--- config.mk ---
export PLATFORM = sky130hd
export DESIGN_NAME = rxs_name_cmp
export DESIGN_NICKNAME = d
export VERILOG_FILES = /design/src/rtl/rxs_pkg.sv /design/src/rtl/rxs_name_cmp.sv
export SDC_FILE = /design/constraint.sdc
export NUM_CORES = 1
export LEC_CHECK = 0
export BUFFER_PORTS_ARGS = -buffer_cell sky130_fd_sc_hd__clkbuf_2
export CAP_MARGIN = 5
export CORE_MARGIN = 2
export CORE_UTILIZATION = 45
export DETAILED_ROUTE_END_ITERATION = 10
export PLACE_DENSITY = 0.84
export SYNTH_ARGS = -nofsm -noshare
export SYNTH_HDL_FRONTEND = slang
export SYNTH_SLANG_ARGS = --single-unit
--- constraint.sdc ---
create_clock -name vclk -period 8.05
set_input_delay 1.61 -clock vclk [all_inputs]
set_output_delay 1.61 -clock vclk [all_outputs]
set_load 0.005 [all_outputs]
--- src/rtl/rxs_pkg.sv ---
// Shared types and constants for the record exchange sort unit.
package rxs_pkg;

	localparam int NAME_W = 64;
	localparam int ID_W   = 27;
	localparam int AGE_W  = 7;
	localparam int PART_BYTES = NAME_W / 8;

	typedef struct packed {
		logic              valid;
		logic [NAME_W-1:0] name_high;
		logic [NAME_W-1:0] name_middle;
		logic [NAME_W-1:0] name_low;
		logic [ID_W-1:0]   id;
		logic [AGE_W-1:0]  age;
	} record_t;

	// Result of one 64-bit step of the name compare.
	typedef struct packed {
		logic differ; // parts differ before the end of the string
		logic after;  // a orders after b (meaningful when differ)
		logic term;   // string ends inside this part
	} cmp_res_t;

	typedef enum logic [1:0] {
		PART_HIGH   = 2'd0,
		PART_MIDDLE = 2'd1,
		PART_LOW    = 2'd2
	} part_t;

	typedef enum logic [2:0] {
		S_IDLE,
		S_RD_I,
		S_GET_I,
		S_RD_P,
		S_CMP,
		S_WB,
		S_EMIT
	} state_t;

endpackage

--- src/rtl/rxs_name_cmp.sv ---
// One step of the strcmp-style name compare over a 64-bit part.
module rxs_name_cmp
	import rxs_pkg::*;
(
	input  logic [NAME_W-1:0] a,
	input  logic [NAME_W-1:0] b,
	output cmp_res_t          res
);

	logic [NAME_W-1:0] a_c;
	logic [NAME_W-1:0] b_c;

	// Zero every byte after the first zero byte, first byte in the top bits.
	always_comb begin
		logic za;
		logic zb;
		za = 1'b0;
		zb = 1'b0;
		for (int k = 0; k < PART_BYTES; k++) begin
			a_c[NAME_W-1-8*k -: 8] = za ? 8'h00 : a[NAME_W-1-8*k -: 8];
			b_c[NAME_W-1-8*k -: 8] = zb ? 8'h00 : b[NAME_W-1-8*k -: 8];
			za = za | (a[NAME_W-1-8*k -: 8] == 8'h00);
			zb = zb | (b[NAME_W-1-8*k -: 8] == 8'h00);
		end
		res.term   = za;
		res.differ = (a_c != b_c);
		res.after  = (a_c > b_c);
	end

endmodule

==> impl_metrics.yaml <==
detailed_routing:
  drt_first_pass_iters: 4
  post_drt_wl_per_cell_microns: 12.6
  ant_nets: 0
  vias_per_cell: 5.46
  vias: 2950
  drc: 0
  first_iter_violations: 96
  wl_mm: 6.79
critical_path:
  crit_arrival_ps: 5060
  worstPathRequired_ps: 6440
  cp_slowest_cell: "and3_1"
  max_stage_delay_ps: 420
  worst-setup-path-type: "in2out"
  crit_path_start_kind: "input port"
  cp_max_fo: 18
  cp-startpoint: "a[57]"
  crit_path_cell_trace: "clkbuf_2 -> nor4_1 -> nand2_1 -> and3_1 -> and3_1 -> a21boi_4 -> and2_1 -> ha_1 -> nor2b_1 -> o211ai_1 -> a2111oi_0 -> nor4_1 -> o31a_1 -> a21boi_0 -> clkbuf_2"
  cp-end-kind: "primary output"
sta:
  fin_crit_sh_pct: 82.8
  setup_violations: 0
  relSlewSlack_pct: 23.5
  hold_viol: 0
  max_freq_ghz: 0.150
  worst_slew_pin_slew_ps: 1140
  slew_violations: 0
  rsz0062_at_grt: "no"
  fin_hold_ws_ps: 3540
  min_period_ps: 6670
  finalSetupTns_ps: 0
global_routing:
  grt_overflow_total: 0
  grt_pass1_vias: 2957
  grt_antenna_before_repair: 0
  grt_max_degree: 19
  grt_first_pass_wirelength_mm: 12.0
  grtUsageTotal_pct: 23.3
final_layout:
  finalNonFillerCells: 540
  fin_area_sq_um: 3080
  final_common_cell: "clkbuf_2"
  fillCellCount: 494
  num-nets-final: 664
  antenna_cells: 0
  layout_common_cells: "131 x clkbuf_2, 81 x nand2_1, 64 x ha_1, 40 x and2_1, 28 x nor4_1"
  seq_cell_count: 0
  syn2layout_area_growth_pct: 29.7
  seq_area_sq_um: 0
  drive_gt1_share_pct: 30.4
  clkbuf_count: 0
  fin_util_pct: 60.3
power:
  p_leak_uw: 0.00172
  power_density_nw_per_um2: 44.1
  vdd_ir_drop_max_uv: 20.9
yosys:
  syn_inst: 345
  synth_cell_types: 37
  syn_nets: 537
  seq_area_frac_synth_pct: 0
  yosysWarnings: 0
  avgSynthCellArea_sq_um: 6.88
  syn_area_sq_um: 2370
cts:
  post_cts_resized: 0
  postCtsSetupBuffers: 0
  hold_buffers: 0
floorplanning:
  dieArea_sq_um: 5870
  ios: 131
  rows: 26
  die_h_microns: 76.6
  die_x_microns: 76.6
  core-area_sq_um: 5110
  initial_core_util_pct: 46.5
placement:
  port_buffers: 131
  post_dp_cell_area_sq_um: 3080
  gp_congestion: 0.894
  dp.cells: 540
  hpwl_mm: 6.31
min_path:
  worstHoldStart: "a[6]"
  hold_class: "in2out"
run_status:
  status: "finished, final reports clean"
flow_run:
  cap_violations: 0
[worst paths after layout]
kind     end  cells past startpoint  slack (ps)
max   res[1]                     15        1380
min   res[0]                      5        3540
[worst max-delay path, delay by kind of cell]
family / cells / cell delay, ps
fa+ha+maj: 1 / 280
buf+inv: 2 / 240
compound gates: 5 / 1120
simple gates: 7 / 1820
[kinds of logic (layout without fill, tap and decap cells)]
logic type / Yosys count / count (layout) / synth area share (%)
AOI/OAI and AO/OA: 56 / 56 / 15.5
and+or+nand+nor: 210 / 210 / 47.8
adders and majority gates: 64 / 64 / 33.7
buffers and inverters: 15 / 140 / 3.00
[through the flow]
step                worst slack, ps  total power (uW)
floorplan                      2110              78.2
global placement               1580               130
detailed placement             1450               135
CTS                            1430               136
global route                   1040               157
finish                         1380               136
[cells in the mapped netlist (4+ instances only)]
cell | instances | area share, %
or4_1 | 5 | 1.6
nor4_1 | 28 | 7.4
nand3_1 | 5 | 1.1
o21ai_0 | 8 | 1.7
and2_1 | 40 | 11
inv_1 | 9 | 1.4
nand2_1 | 81 | 13
nand4_1 | 12 | 3.2
ha_1 | 64 | 34
and3_1 | 19 | 5.0
clkbuf_1 | 4 | 0.63
a21oi_1 | 27 | 5.7
nor2_1 | 7 | 1.1
[routing by layer]
layer,track usage (%),part of all wire [%]
met2,44.2,48
met4,2.73,0.43
met3,1.66,6.2
met5,0,0
met1,29.3,45
[layout make-up]
| class | count | area, sq um | area share (%) |
|---|---|---|---|
| Inverter | 9 | 33.8 | 1.10 |
| Timing Repair Buffer | 131 | 656 | 21.3 |
| Multi-Input combinational cell | 330 | 2300 | 74.8 |
| Tap cell | 70 | 87.6 | 2.84 |
[report_power, final]
group          total, uW  switching, uW  leakage [uW]  internal (uW)
clock                  0              0             0              0
combinational        136           67.6       0.00172           68.1
sequential             0              0             0              0
(Power assumes the default switching activity.)
